`src/rtl/scpf_pkg.sv`:
```
// shared types and constants for the servo command packet framer
`timescale 1ns / 1ps

package scpf_pkg;

  // command kinds as carried on in_tuser
  typedef enum logic [2:0] {
    KIND_PING      = 3'd0,
    KIND_RESET     = 3'd1,
    KIND_SET_ID    = 3'd2,
    KIND_STATUS    = 3'd3,
    KIND_BAUD      = 3'd4,
    KIND_GOAL_POS  = 3'd5,
    KIND_MOVE_SPD  = 3'd6,
    KIND_UNUSED    = 3'd7
  } kind_t;

  // packet bytes
  localparam logic [7:0] START_MARK        = 8'hFF;
  localparam logic [7:0] INSTR_PING        = 8'h01;
  localparam logic [7:0] INSTR_WRITE       = 8'h03;
  localparam logic [7:0] INSTR_RESET       = 8'h06;
  localparam logic [7:0] ADDR_ID           = 8'h03;
  localparam logic [7:0] ADDR_BAUD         = 8'h04;
  localparam logic [7:0] ADDR_STATUS_LEVEL = 8'h10;
  localparam logic [7:0] ADDR_GOAL_POS     = 8'h1E;
  localparam logic [7:0] ADDR_MOVE_SPEED   = 8'h20;

  // argument limits
  localparam logic [9:0] BYTE_MAX     = 10'd255;
  localparam logic [9:0] STATUS_MAX   = 10'd2;

  // start, start, id, length, instruction come before the parameters
  localparam int         HDR_BYTES    = 5;
  localparam int         IDX_W        = 4;

  // byte positions inside a packet
  localparam logic [IDX_W-1:0] POS_START0 = IDX_W'(0);
  localparam logic [IDX_W-1:0] POS_START1 = IDX_W'(1);
  localparam logic [IDX_W-1:0] POS_ID     = IDX_W'(2);
  localparam logic [IDX_W-1:0] POS_LEN    = IDX_W'(3);
  localparam logic [IDX_W-1:0] POS_INSTR  = IDX_W'(4);
  localparam logic [IDX_W-1:0] POS_P0     = IDX_W'(5);
  localparam logic [IDX_W-1:0] POS_P1     = IDX_W'(6);
  localparam logic [IDX_W-1:0] POS_P2     = IDX_W'(7);
  localparam logic [IDX_W-1:0] POS_MAX    = IDX_W'(8);

  // command queue between front and back
  localparam int QDEPTH = 2;
  localparam int QPTR_W = (QDEPTH > 1) ? $clog2(QDEPTH) : 1;
  localparam int QCNT_W = $clog2(QDEPTH + 1);

  // one classified command, ready to serialize
  typedef struct packed {
    logic       reject;
    logic [1:0] nparam;
    logic [7:0] id;
    logic [7:0] len;
    logic [7:0] instr;
    logic [7:0] p0;
    logic [7:0] p1;
    logic [7:0] p2;
    logic [7:0] ck;
  } desc_t;

endpackage

```
`src/rtl/scpf_front.sv`:
```
// front end: accepts commands, checks arguments, builds packet descriptors
`timescale 1ns / 1ps

module scpf_front (
  input  logic                 clk,
  input  logic                 rst_n,
  input  logic                 in_tvalid,
  output logic                 in_tready,
  input  logic [2:0]           in_kind,
  input  logic [7:0]           in_servo_id,
  input  logic [9:0]           in_value,
  output logic                 push_valid,
  input  logic                 push_ready,
  output scpf_pkg::desc_t      push_desc
);

  logic            valid_r;
  logic            valid_nxt;
  scpf_pkg::desc_t desc_r;
  scpf_pkg::desc_t desc_nxt;
  logic            take;

  assign in_tready  = !valid_r || push_ready;
  assign take       = in_tvalid && in_tready;
  assign push_valid = valid_r;
  assign push_desc  = desc_r;

  always_comb begin
    desc_nxt        = '0;
    desc_nxt.id     = in_servo_id;
    desc_nxt.instr  = scpf_pkg::INSTR_WRITE;
    case (scpf_pkg::kind_t'(in_kind))
      scpf_pkg::KIND_PING: begin
        desc_nxt.instr = scpf_pkg::INSTR_PING;
      end
      scpf_pkg::KIND_RESET: begin
        desc_nxt.instr = scpf_pkg::INSTR_RESET;
      end
      scpf_pkg::KIND_SET_ID: begin
        desc_nxt.reject = in_value > scpf_pkg::BYTE_MAX;
        desc_nxt.p0     = scpf_pkg::ADDR_ID;
        desc_nxt.p1     = in_value[7:0];
        desc_nxt.nparam = 2'd2;
      end
      scpf_pkg::KIND_STATUS: begin
        desc_nxt.reject = in_value > scpf_pkg::STATUS_MAX;
        desc_nxt.p0     = scpf_pkg::ADDR_STATUS_LEVEL;
        desc_nxt.p1     = in_value[7:0];
        desc_nxt.nparam = 2'd2;
      end
      scpf_pkg::KIND_BAUD: begin
        desc_nxt.reject = in_value > scpf_pkg::BYTE_MAX;
        desc_nxt.p0     = scpf_pkg::ADDR_BAUD;
        desc_nxt.p1     = in_value[7:0];
        desc_nxt.nparam = 2'd2;
      end
      scpf_pkg::KIND_GOAL_POS: begin
        desc_nxt.p0     = scpf_pkg::ADDR_GOAL_POS;
        desc_nxt.p1     = in_value[7:0];
        desc_nxt.p2     = {6'd0, in_value[9:8]};
        desc_nxt.nparam = 2'd3;
      end
      scpf_pkg::KIND_MOVE_SPD: begin
        desc_nxt.reject = in_value == 10'd0;
        desc_nxt.p0     = scpf_pkg::ADDR_MOVE_SPEED;
        desc_nxt.p1     = in_value[7:0];
        desc_nxt.p2     = {6'd0, in_value[9:8]};
        desc_nxt.nparam = 2'd3;
      end
      default: begin
        desc_nxt.reject = 1'b1;
      end
    endcase
    // unused parameters stay zero, so they drop out of the sum
    desc_nxt.len = {6'd0, desc_nxt.nparam} + 8'd2;
    desc_nxt.ck  = ~(desc_nxt.id + desc_nxt.len + desc_nxt.instr
                     + desc_nxt.p0 + desc_nxt.p1 + desc_nxt.p2);
  end

  always_comb begin
    valid_nxt = valid_r;
    if (take) begin
      valid_nxt = 1'b1;
    end else if (push_ready) begin
      valid_nxt = 1'b0;
    end
  end

  always_ff @(posedge clk) begin
    if (!rst_n) begin
      valid_r <= 1'b0;
    end else begin
      valid_r <= valid_nxt;
    end
  end

  always_ff @(posedge clk) begin
    if (take) begin
      desc_r <= desc_nxt;
    end
  end

endmodule

```
`src/rtl/scpf_queue.sv`:
```
// short descriptor queue between front end and serializer
`timescale 1ns / 1ps

module scpf_queue (
  input  logic                 clk,
  input  logic                 rst_n,
  input  logic                 push_valid,
  output logic                 push_ready,
  input  scpf_pkg::desc_t      push_desc,
  output logic                 pop_valid,
  input  logic                 pop,
  output scpf_pkg::desc_t      pop_desc
);

  localparam logic [scpf_pkg::QPTR_W-1:0] PTR_LAST = scpf_pkg::QPTR_W'(scpf_pkg::QDEPTH - 1);
  localparam logic [scpf_pkg::QCNT_W-1:0] CNT_FULL = scpf_pkg::QCNT_W'(scpf_pkg::QDEPTH);

  scpf_pkg::desc_t               mem [scpf_pkg::QDEPTH];
  logic [scpf_pkg::QPTR_W-1:0]   wr_ptr_r, wr_ptr_nxt;
  logic [scpf_pkg::QPTR_W-1:0]   rd_ptr_r, rd_ptr_nxt;
  logic [scpf_pkg::QCNT_W-1:0]   count_r, count_nxt;
  logic                          do_push;
  logic                          do_pop;

  assign push_ready = count_r != CNT_FULL;
  assign pop_valid  = count_r != '0;
  assign pop_desc   = mem[rd_ptr_r];
  assign do_push    = push_valid && push_ready;
  assign do_pop     = pop && pop_valid;

  always_comb begin
    wr_ptr_nxt = wr_ptr_r;
    rd_ptr_nxt = rd_ptr_r;
    count_nxt  = count_r;
    if (do_push) begin
      wr_ptr_nxt = (wr_ptr_r == PTR_LAST) ? '0 : wr_ptr_r + 1'b1;
    end
    if (do_pop) begin
      rd_ptr_nxt = (rd_ptr_r == PTR_LAST) ? '0 : rd_ptr_r + 1'b1;
    end
    if (do_push && !do_pop) begin
      count_nxt = count_r + 1'b1;
    end else if (do_pop && !do_push) begin
      count_nxt = count_r - 1'b1;
    end
  end

  always_ff @(posedge clk) begin
    if (!rst_n) begin
      wr_ptr_r <= '0;
      rd_ptr_r <= '0;
      count_r  <= '0;
    end else begin
      wr_ptr_r <= wr_ptr_nxt;
      rd_ptr_r <= rd_ptr_nxt;
      count_r  <= count_nxt;
    end
  end

  always_ff @(posedge clk) begin
    if (do_push) begin
      mem[wr_ptr_r] <= push_desc;
    end
  end

endmodule

```
`src/rtl/scpf_back.sv`:
```
// serializer: head descriptor to output register, one byte per cycle unless stalled
`timescale 1ns / 1ps

module scpf_back (
  input  logic                 clk,
  input  logic                 rst_n,
  input  logic                 q_valid,
  input  scpf_pkg::desc_t      q_desc,
  output logic                 q_pop,
  output logic                 out_tvalid,
  input  logic                 out_tready,
  output logic [7:0]           out_tdata,
  output logic                 out_tlast,
  output logic [0:0]           out_tuser
);

  logic [scpf_pkg::IDX_W-1:0] idx_r, idx_nxt;
  logic [scpf_pkg::IDX_W-1:0] final_idx;
  logic                       out_valid_r, out_valid_nxt;
  logic [7:0]                 out_byte_r;
  logic                       out_last_r;
  logic                       out_rej_r;
  logic [7:0]                 byte_sel;
  logic                       is_final;
  logic                       adv;

  assign out_tvalid = out_valid_r;
  assign out_tdata  = out_byte_r;
  assign out_tlast  = out_last_r;
  assign out_tuser  = out_rej_r;

  assign adv       = q_valid && (!out_valid_r || out_tready);
  assign final_idx = scpf_pkg::IDX_W'(scpf_pkg::HDR_BYTES)
                   + {{(scpf_pkg::IDX_W-2){1'b0}}, q_desc.nparam};
  assign is_final  = q_desc.reject || (idx_r == final_idx);
  assign q_pop     = adv && is_final;

  always_comb begin
    byte_sel = 8'd0;
    if (q_desc.reject) begin
      byte_sel = 8'd0;
    end else if (idx_r == final_idx) begin
      byte_sel = q_desc.ck;
    end else begin
      case (idx_r)
        scpf_pkg::POS_START0: byte_sel = scpf_pkg::START_MARK;
        scpf_pkg::POS_START1: byte_sel = scpf_pkg::START_MARK;
        scpf_pkg::POS_ID:     byte_sel = q_desc.id;
        scpf_pkg::POS_LEN:    byte_sel = q_desc.len;
        scpf_pkg::POS_INSTR:  byte_sel = q_desc.instr;
        scpf_pkg::POS_P0:     byte_sel = q_desc.p0;
        scpf_pkg::POS_P1:     byte_sel = q_desc.p1;
        scpf_pkg::POS_P2:     byte_sel = q_desc.p2;
        default:              byte_sel = 8'd0;
      endcase
    end
  end

  always_comb begin
    idx_nxt       = idx_r;
    out_valid_nxt = out_valid_r;
    if (adv) begin
      idx_nxt       = is_final ? '0 : idx_r + 1'b1;
      out_valid_nxt = 1'b1;
    end else if (out_tready) begin
      out_valid_nxt = 1'b0;
    end
  end

  always_ff @(posedge clk) begin
    if (!rst_n) begin
      idx_r       <= '0;
      out_valid_r <= 1'b0;
    end else begin
      idx_r       <= idx_nxt;
      out_valid_r <= out_valid_nxt;
    end
  end

  always_ff @(posedge clk) begin
    if (adv) begin
      out_byte_r <= byte_sel;
      out_last_r <= is_final;
      out_rej_r  <= q_desc.reject;
    end
  end

  // byte position never runs past the longest packet
  assert property (@(posedge clk) disable iff (!rst_n)
    idx_r <= scpf_pkg::POS_MAX)
    else $error("byte index past end of packet");

  // mid-packet the head descriptor must still be in the queue
  assert property (@(posedge clk) disable iff (!rst_n)
    (idx_r != '0) |-> q_valid)
    else $error("descriptor left queue before packet finished");

  // a reject result is a single zero byte marked last
  assert property (@(posedge clk) disable iff (!rst_n)
    (out_valid_r && out_rej_r) |-> (out_last_r && out_byte_r == 8'd0))
    else $error("reject result malformed");

endmodule

```
`src/rtl/servo_command_packet_framer_core.sv`:
```
// top level of the servo command packet framer
`timescale 1ns / 1ps

// turns one servo command into an instruction packet streamed one byte per transaction
// input channel: in_tuser carries the command kind, in_tdata the servo id and value
// output channel: out_tdata is the packet byte, out_tlast marks the checksum byte,
//   out_tuser flags a rejected command, sent as a single zero byte with out_tlast set
// packet: ff ff id length instruction params checksum, 6, 8 or 9 bytes per command
// the first byte of a command passes the front register, a queue write and the output register
//   before it shows on out_tvalid
// throughput: one byte per cycle from the serializer while out_tready allows it,
//   and packets follow without gaps
// the front end keeps taking commands while the serializer works, until its register
//   and the two-entry queue are full
// when out_tready is low the output register holds its byte and the serializer waits;
//   backpressure reaches in_tready only once the queue fills
// reset clears the valid flags, queue pointers and byte index; no transaction in
//   flight survives a reset
module servo_command_packet_framer_core (
  input  logic        clk,
  input  logic        rst_n,
  input  logic        in_tvalid,
  output logic        in_tready,
  input  logic [23:0] in_tdata,   // [7:0] servo_id, [17:8] value, [23:18] zero
  input  logic [2:0]  in_tuser,   // [2:0] kind
  output logic        out_tvalid,
  input  logic        out_tready,
  output logic [7:0]  out_tdata,  // [7:0] tx_byte
  output logic        out_tlast,
  output logic [0:0]  out_tuser   // [0] rejected
);

  // front end to queue
  logic            push_valid;
  logic            push_ready;
  scpf_pkg::desc_t push_desc;

  // queue to serializer
  logic            q_valid;
  logic            q_pop;
  scpf_pkg::desc_t q_desc;

  // classify the command and precompute length and checksum
  scpf_front u_front (
    .clk         (clk),
    .rst_n       (rst_n),
    .in_tvalid   (in_tvalid),
    .in_tready   (in_tready),
    .in_kind     (in_tuser),
    .in_servo_id (in_tdata[7:0]),
    .in_value    (in_tdata[17:8]),
    .push_valid  (push_valid),
    .push_ready  (push_ready),
    .push_desc   (push_desc)
  );

  // decouples command intake from byte streaming
  scpf_queue u_queue (
    .clk        (clk),
    .rst_n      (rst_n),
    .push_valid (push_valid),
    .push_ready (push_ready),
    .push_desc  (push_desc),
    .pop_valid  (q_valid),
    .pop        (q_pop),
    .pop_desc   (q_desc)
  );

  // streams the head descriptor byte by byte
  scpf_back u_back (
    .clk        (clk),
    .rst_n      (rst_n),
    .q_valid    (q_valid),
    .q_desc     (q_desc),
    .q_pop      (q_pop),
    .out_tvalid (out_tvalid),
    .out_tready (out_tready),
    .out_tdata  (out_tdata),
    .out_tlast  (out_tlast),
    .out_tuser  (out_tuser)
  );

endmodule

```
`config.mk`:
```
export PLATFORM = sky130hd
export DESIGN_NAME = servo_command_packet_framer_core
export DESIGN_NICKNAME = d
export VERILOG_FILES = /design/src/rtl/scpf_pkg.sv /design/src/rtl/scpf_front.sv /design/src/rtl/scpf_queue.sv /design/src/rtl/scpf_back.sv /design/src/rtl/servo_command_packet_framer_core.sv
export SDC_FILE = /design/constraint.sdc
export NUM_CORES = 1
export LEC_CHECK = 0
export BUFFER_PORTS_ARGS = -buffer_cell sky130_fd_sc_hd__buf_4
export CORE_UTILIZATION = 50
export CTS_CLUSTER_DIAMETER = 30
export CTS_CLUSTER_SIZE = 25
export DETAILED_ROUTE_END_ITERATION = 16
export PLACE_DENSITY = 0.75
export SYNTH_ARGS = -nofsm -noshare
export SYNTH_HDL_FRONTEND = slang
export SYNTH_SLANG_ARGS = --single-unit
export TNS_END_PERCENT = 1
```
`constraint.sdc`:
```
create_clock -name clk -period 3.8 [get_ports clk]
set_clock_uncertainty 0.1 [all_clocks]
set_input_delay 0.19 -clock clk [delete_from_list [all_inputs] [get_ports clk]]
set_output_delay 0.19 -clock clk [all_outputs]
set_load 0.01 [all_outputs]
```
-- Word level (Yosys, flattened, before mapping)
Memory sizes are Yosys's and may differ from the RTL's. A register that Yosys moved wholly into a read port is not among the register bits.
Cells that the tools add are included.
- add/subtract/negate cells: 12
- multipliers: 0
- divide/modulo/power cells: 0
- magnitude comparators: 2
- equal/unequal tests: 15
- shift operators: 0
- multiplexer cells: 20
- bitwise operators: 1
- reduce and logical (&&, ||, !) cells: 26
- operator list (cell ; number):
    $pmux 14 s5 ; 1
    $pmux 8 s7 ; 1
    $add 8x8->8 ; 2
    $eq 4x3->1 const B ; 4
    $gt 10x2->1 const B ; 1
    $gt 10x8->1 const B ; 1
    $logic_not 10->1 ; 1
    $mux 1 ; 10
    $eq 3x3->1 const B ; 3
    $add 8x2->8 ; 1
    $add 8x3->8 ; 1
    $add 8x6->8 ; 1
    $eq 4x2->1 const B ; 2
    $mux 8 ; 1
    $not 8->8 ; 1
    $reduce_bool 2->1 ; 4
    $logic_and 1x1->1 ; 7
    $eq 3x2->1 const B ; 2
    $mux 2 ; 3
    $pmux 3 s2 ; 1
    $reduce_or 2->1 ; 3
    $reduce_or 3->1 ; 2
    $add 3x2->4 const A ; 1
    $add 4x1->4 const B ; 1
    15 further kinds ; 21
- register bits after elaboration: 79
- latch bits: 0
- memory bits (writable): 118
- bits in read-only memories: 0
- bits of input ports: 31
- output and inout bits: 12
- word-level logic and storage cells: 95
- memories kept: 1
- memories (memory ; depth ; width ; read ports ; clocked after Yosys merged registers in ; wr ports ; line ; text):
    u_queue.mem ; 2 ; 59 ; 1 ; 1 ; 1 ; scpf_queue.sv:18 ; scpf_pkg::desc_t mem [scpf_pkg::QDEPTH];

-- Logic depth before layout (Yosys ltp)
Gate-level depths: netlist of run 1.
- word-level depth: 10
- depth in mapped cells: 16
- gate-level depth less buffers: 15

-- Modules after synthesis
A second synthesis of run 1 with hierarchy kept.
- cells, all modules: 515
- area total of the unflattened synthesis: 8070.2 µm²
- by module, submodules not included (module ; instances ; cells each ; area an instance (µm²)):
    scpf_queue ; 1 ; 208 ; 4535.6
    scpf_front ; 1 ; 186 ; 2387.3
    scpf_back ; 1 ; 121 ; 1147.4

-- Worst setup path before layout of run 1
Ideal clock, no wire load.
- path kind: input to register
- from: input port in_tuser[0]
- to: register u_front.desc_r, in the netlist u_front.push_desc[6], data pin
- data arrival time: 3680 ps
- required time: 3438 ps
- slack: -242 ps
- cell stages on the path: 16
- cell sequence: clkbuf_1 -> and3_1 -> nor2_2 -> and2_1 -> fa_1 -> fa_1 -> inv_1 -> fa_1 -> inv_1 -> ha_1 -> fa_1 -> a21o_1 -> a21oi_1 -> o21bai_1 -> a21oi_1 -> xor2_1
- RTL lines (item ; line ; text):
    from (decl) ; servo_command_packet_framer_core.sv:25 ; input logic [2:0] in_tuser,
    to (signal assigned) ; scpf_front.sv:99 ; desc_r <= desc_nxt;
    to (decl) ; scpf_front.sv:19 ; scpf_pkg::desc_t desc_r;

==> results.json, run 1 <==
{
  "first_pass_iters": 4,
  "netlist-cell-type-count": 58,
  "yosysSeqAreaShare": 0.651,
  "drt-total-wl_um": 11400,
  "dp.final_hpwl_um": 7610,
  "cts-root-buf": "clkbuf_16",
  "gp_congestion": 0.805,
  "avgRoutedWirePerCell_um": 17.0,
  "outcome": "complete, no violations",
  "syn-cell-area_um2": 6190,
  "fin_crit_sh": 0.949,
  "cts_tree": "done",
  "cts_setup_buffers": 0,
  "drt-initial-drc-count": 258,
  "finalNetCount": 555,
  "crit_arrival_ps": 3650,
  "grt_max_degree": 41,
  "synth.area.top_cells": "edfxtp_1 62%, ha_1 4.4%, fa_1 4.2%",
  "maxSlewHeadroom": 0.249,
  "clock_latency_ps": 410,
  "startpoint_type": "primary input",
  "synth_edf_count": 127,
  "start_util": 0.513,
  "vdd_drop_max_mv": 0.307,
  "most-common-layout-cells": "127 x edfxtp_1, 52 x buf_4, 33 x inv_1, 22 x mux2i_1, 21 x ha_1",
  "power.density_nw_per_um2": 678,
  "synth-xor-area-share": 0.0212,
  "synthMuxAreaShare": 0.0465,
  "die_h_um": 113,
  "rsz0062_at_grt": "no",
  "fillerInstances": 878,
  "final_common_cell": "edfxtp_1",
  "cp_data_required_time_ps": 3840,
  "synthAdderAreaFrac": 0.0865,
  "setup_tns_ps": 0,
  "syn_area_per_cell_um2": 14.7,
  "total_leakage_power_uw": 0.00277,
  "async_flop_share": 0,
  "synth_top_family_by_area": "adder cells",
  "ys_seq_elements": 138,
  "postRouteAntennaNets": 0,
  "ios": 43,
  "synth_compound_area_frac": 0.0768,
  "cts.htree.levels": 4,
  "vias_per_cell": 5.36,
  "drive_above_1_share": 0.197,
  "synth_top_cell_area_share": 0.616,
  "crit_type": "primary input to register",
  "hold_path.class": "primary input to register",
  "synth_ff_type": "edfxtp_1",
  "grt_usage": 0.192,
  "max_freq_mhz": 277,
  "numCtsBuffers": 17,
  "maxCapViolCount": 0,
  "grt_antenna_before_repair": 0,
  "row_count": 40,
  "slew_viol_final": 0,
  "io_buffers": 36,
  "setup_viol": 0,
  "synthDominantAreaCellType": "edfxtp_1",
  "clockBufferDepth": 2,
  "worst_pin_slew_ps": 1120,
  "power_uw": 5080,
  "grt_pass1_vias": 3572,
  "finalCriticalPeriod_ps": 3610,
  "vias": 3591,
  "cts_sinks": 138,
  "grt_remaining_overflow": 0,
  "area_growth_pct": 20.9,
  "clk_pin_slew_ps": 60,
  "drc": 0,
  "final-hold-violation-count": 0,
  "yosys_warnings": 0,
  "grt_pass1_wl_um": 18100,
  "crit_fanout": 3,
  "synth_nets": 488,
  "dieArea_um2": 12800,
  "core_area_um2": 12100,
  "dieWidth_um": 113,
  "synth-simple-area-share": 0.0826,
  "synth_cells": 422,
  "diodes": 0,
  "endpoint_kind": "register"
}
[cell type report]
type	instances	area [um2]	share of cell area
clock buffers	19	433	0.0578
inverters	35	131	0.0175
clock inverters	13	199	0.0266
repair buffers	63	500	0.0668
multi-input cells	234	1980	0.264
flip-flops and latches	138	4030	0.539
well taps	168	210	0.0281
[where the power goes]
| group | switching [uW] | leakage (uW) | total, uW | internal, uW |
|---|---|---|---|---|
| sequential | 124 | 0.00128 | 2150 | 2030 |
| clock | 587 | 0.000300 | 1740 | 1160 |
| combinational | 671 | 0.00119 | 1180 | 511 |
[sequential cells by signal (all words and copies together) (netlist names), named ones only]
signal,cells
u_queue.mem,78
u_front.push_desc,39
u_back.out_tdata,8
u_back.idx_r,4
u_queue.count_r,2
u_back.out_tlast,1
u_back.out_tuser,1
u_back.out_tvalid,1
u_front.push_valid,1
u_queue.rd_ptr_r,1
u_queue.wr_ptr_r,1
[Yosys cell counts (3+ instances only)]
cell,count
a221oi_1,3
a21boi_0,3
nand4_1,3
nor3_1,6
inv_1,33
nand2b_1,7
fa_1,13
clkbuf_1,5
o21ai_0,8
xnor2_1,10
buf_2,6
a211oi_1,10
dfxtp_1,11
o22ai_1,4
a22o_1,3
a32oi_1,5
nor4_1,4
edfxtp_1,127
and3_1,4
and2_1,12
nand4b_1,3
nor2_1,6
ha_1,22
mux2_2,5
nand2_1,15
nor2b_1,4
nand3_1,12
mux2i_1,22
nand3b_1,3
a21oi_1,11
xor2_1,5
[routing by layer]
layer	track usage	wire, um	vias to the layer above
li1	-	-	1722
met1	0.242	4950	1740
met2	0.311	5660	105
met3	0.0541	507	24
met4	0.0833	305	0
met5	0	0	-
[kinds of logic after synthesis]
logic type	after synthesis
XOR/XNOR	15
adder cells (fa/ha/maj)	35
AO/OA/AOI/OAI	66
buffers and inverters	50
AND/OR/NAND/NOR	90
multiplexers	28
flip-flops	138
[path summary, 6_finish.rpt]
kind              cells past startpoint                  start                    end  slack (ps)
hold / removal                        3           in_tdata[16]  u_front.push_desc[58]          30
setup reg to reg                      9               register     u_queue.count_r[1]         720
hold reg to reg                       0  u_front.push_desc[23]     u_queue.mem[1][17]         350
setup / recovery                     12            in_tdata[9]   u_front.push_desc[7]         190
[what timing repair did]
item | CTS | global route
hold buffers | 11 | 0
setup endpoints to repair | 0 | 1
endpoints found under the hold margin | 12 | 0
resized for setup | 0 | 1
[worst max-delay path: stages]
cell and delay (ps):
dlygate4sd3_1 550, buf_4 150, nand2_1 90, fa_1 460, fa_1 510, fa_1 510, inv_1 70, ha_1 290
a21oi_1 190, o211ai_1 180, o41ai_2 350, xor2_1 110
[through the flow]
stage / worst slack (ps) / util / instances / hold slack (ps) / cell area, um2
after floorplan: 1.92 / - / 422 / 189 / 6220
after global placement: -33.8 / 0.559 / 627 / 285 / 6740
after detailed placement: -99.6 / 0.559 / 627 / 287 / 6740
after CTS: 113 / 0.620 / 670 / 25.1 / 7480
after global routing: 46.1 / 0.621 / 670 / 28.2 / 7490
final: 192 / 0.621 / 670 / 29.4 / 7490
No activity file was read; power rests on OpenSTA's default activity.
==> run 2, diff against run 1 <==
--- a/config.mk
+++ b/config.mk
@@ -11,6 +11,7 @@
 export CTS_CLUSTER_SIZE = 25
 export DETAILED_ROUTE_END_ITERATION = 16
 export PLACE_DENSITY = 0.75
+export RECOVER_POWER = 25
 export SYNTH_ARGS = -nofsm -noshare
 export SYNTH_HDL_FRONTEND = slang
 export SYNTH_SLANG_ARGS = --single-unit
==> results.json, run 2 (synthesis gave the netlist of run 1 again) <==
{
  "max_freq_mhz": 277,
  "min_to": "u_front.push_desc[58]",
  "maxCapViolCount": 0,
  "worst_pin_slew_ps": 1120,
  "grt_usage": 0.192,
  "rsz0062_at_grt": "no",
  "postRouteAntennaNets": 0,
  "vdd_drop_max_mv": 0.305,
  "largest_register_ffs": 78,
  "area_growth_pct": 20.5,
  "total_leakage_power_uw": 0.00275,
  "crit_fanout": 3,
  "grt_max_degree": 41,
  "grt_antenna_before_repair": 0,
  "hold_path_depth": 3,
  "slew_viol_final": 0,
  "io_buffers": 36,
  "place_ws_ps": -99.6,
  "startpoint_type": "primary input",
  "worst_r2r_path_depth": 9,
  "setup_viol": 0,
  "maxSlewHeadroom": 0.249,
  "avgRoutedWirePerCell_um": 17.0,
  "grt_pass1_vias": 3572,
  "fin_crit_sh": 0.951,
  "final-hold-violation-count": 0,
  "cts.htree.levels": 4,
  "critPathSlowestCell": "dlygate4sd3_1",
  "grt_remaining_overflow": 0,
  "hold_path.class": "primary input to register",
  "vias": 3570,
  "dieArea_um2": 12800,
  "top_register": "u_queue.mem",
  "holdWs_ps": 30.9,
  "fillerInstances": 881,
  "crit_type": "primary input to register",
  "cts_tree": "done",
  "numCtsBuffers": 17,
  "core_area_um2": 12100,
  "cts_setup_buffers": 0,
  "ios": 43,
  "worstPathCellList": "dlygate4sd3_1 -> buf_4 -> nand2_1 -> fa_1 -> fa_1 -> fa_1 -> inv_1 -> ha_1 -> a21oi_1 -> o211ai_1 -> o41ai_2 -> xor2_1",
  "final_common_cell": "edfxtp_1",
  "critPathMaxStageDelay_ps": 550,
  "cp_data_required_time_ps": 3840,
  "finalNetCount": 555,
  "first_pass_iters": 5,
  "drt-initial-drc-count": 259,
  "drc": 0,
  "cts-root-buf": "clkbuf_16",
  "endpoint_kind": "register",
  "finalInstanceArea_um2": 7470,
  "gp_congestion": 0.805,
  "r2r_setup_slack_ps": 720,
  "hold_path.startpoint": "in_tdata[16]",
  "clockBufferDepth": 2,
  "clk_pin_slew_ps": 60,
  "dieWidth_um": 113,
  "place_area_um2": 6740,
  "die_h_um": 113,
  "drive_above_1_share": 0.185,
  "outcome": "complete, no violations",
  "finalCriticalPeriod_ps": 3610,
  "postLayoutSetupSlackWorst_ps": 187,
  "most-common-layout-cells": "127 x edfxtp_1, 47 x buf_4, 33 x inv_1, 22 x mux2i_1, 21 x ha_1",
  "crit_arrival_ps": 3650,
  "drt-total-wl_um": 11400,
  "diodes": 0,
  "r2r-end": "u_queue.count_r[1]",
  "grt_pass1_wl_um": 18100,
  "cpMostUsedCell": "fa_1",
  "power.density_nw_per_um2": 679,
  "cts_sinks": 138,
  "clock_latency_ps": 410,
  "dp.final_hpwl_um": 7610,
  "start_util": 0.513,
  "vias_per_cell": 5.33,
  "row_count": 40
}
run 2: changes by cell type in the layout (fill, tap and decap cells not counted):
cell,change
buf_4,-5
clkbuf_1,+5
and2_0,+3
and2_1,-2
and2_4,-1
run 2: cell type report:
cell class,instances,area (um2),area share
clock buffers,19,433,0.0580
clock inverters,13,199,0.0266
inverters,35,131,0.0176
multi-input cells,234,1980,0.265
flip-flops and latches,138,4030,0.540
well taps,168,210,0.0282
repair buffers,63,482,0.0645
run 2: through the flow:
stage | TNS, ps | cells | power (uW) | util
2_1_floorplan | 0 | 422 | 2940 | -
3_3_place_gp | -55.6 | 627 | 3280 | 0.559
3_5_place_dp | -167 | 627 | 3340 | 0.559
4_1_cts | 0 | 670 | 5090 | 0.620
5_1_grt | 0 | 670 | 5300 | 0.619
6_report | 0 | 670 | 5070 | 0.619
run 2: per-layer routing:
metal | up-vias | track usage | share of wire
met2 | 105 | 0.311 | 0.50
li1 | 1722 | - | -
met1 | 1722 | 0.242 | 0.43
met5 | - | 0 | 0
met4 | 0 | 0.0833 | 0.026
met3 | 21 | 0.0541 | 0.046
run 2: where the power goes:
group | switching, uW | internal, uW
Sequential | 124 | 2030
Combinational | 671 | 508
Clock | 585 | 1160
Total | 1380 | 3690
run 2: worst max-delay path: cells and delay by family:
family	cells	cell delay [ps]
buffers and inverters	3	770
XOR/XNOR	1	110
AO/OA/AOI/OAI	3	720
adder cells (fa/ha/maj)	4	1770
AND/OR/NAND/NOR	1	90
run 2: how the worst max path moves through the flow:
| stage | startpoint | endpoint | slack [ps] |
|---|---|---|---|
| after CTS | in_tdata[9] | u_front.push_desc[7] | 110 |
| after global placement | in_tuser[0] | u_front.push_desc[7] | -30 |
| after global routing | in_tdata[9] | u_front.push_desc[7] | 50 |
| final | in_tdata[9] | u_front.push_desc[7] | 190 |
| after floorplan | in_tuser[0] | u_front.push_desc[6] | 2 |
| after detailed placement | in_tuser[0] | u_front.push_desc[7] | -100 |
run 2: timing repair:
| action | 4_1_cts | 5_1_grt |
|---|---|---|
| hold endpoints to repair | 12 | 0 |
| hold buffers | 11 | 0 |
| resized for setup | 0 | 1 |
| endpoints found under the setup margin | 0 | 1 |
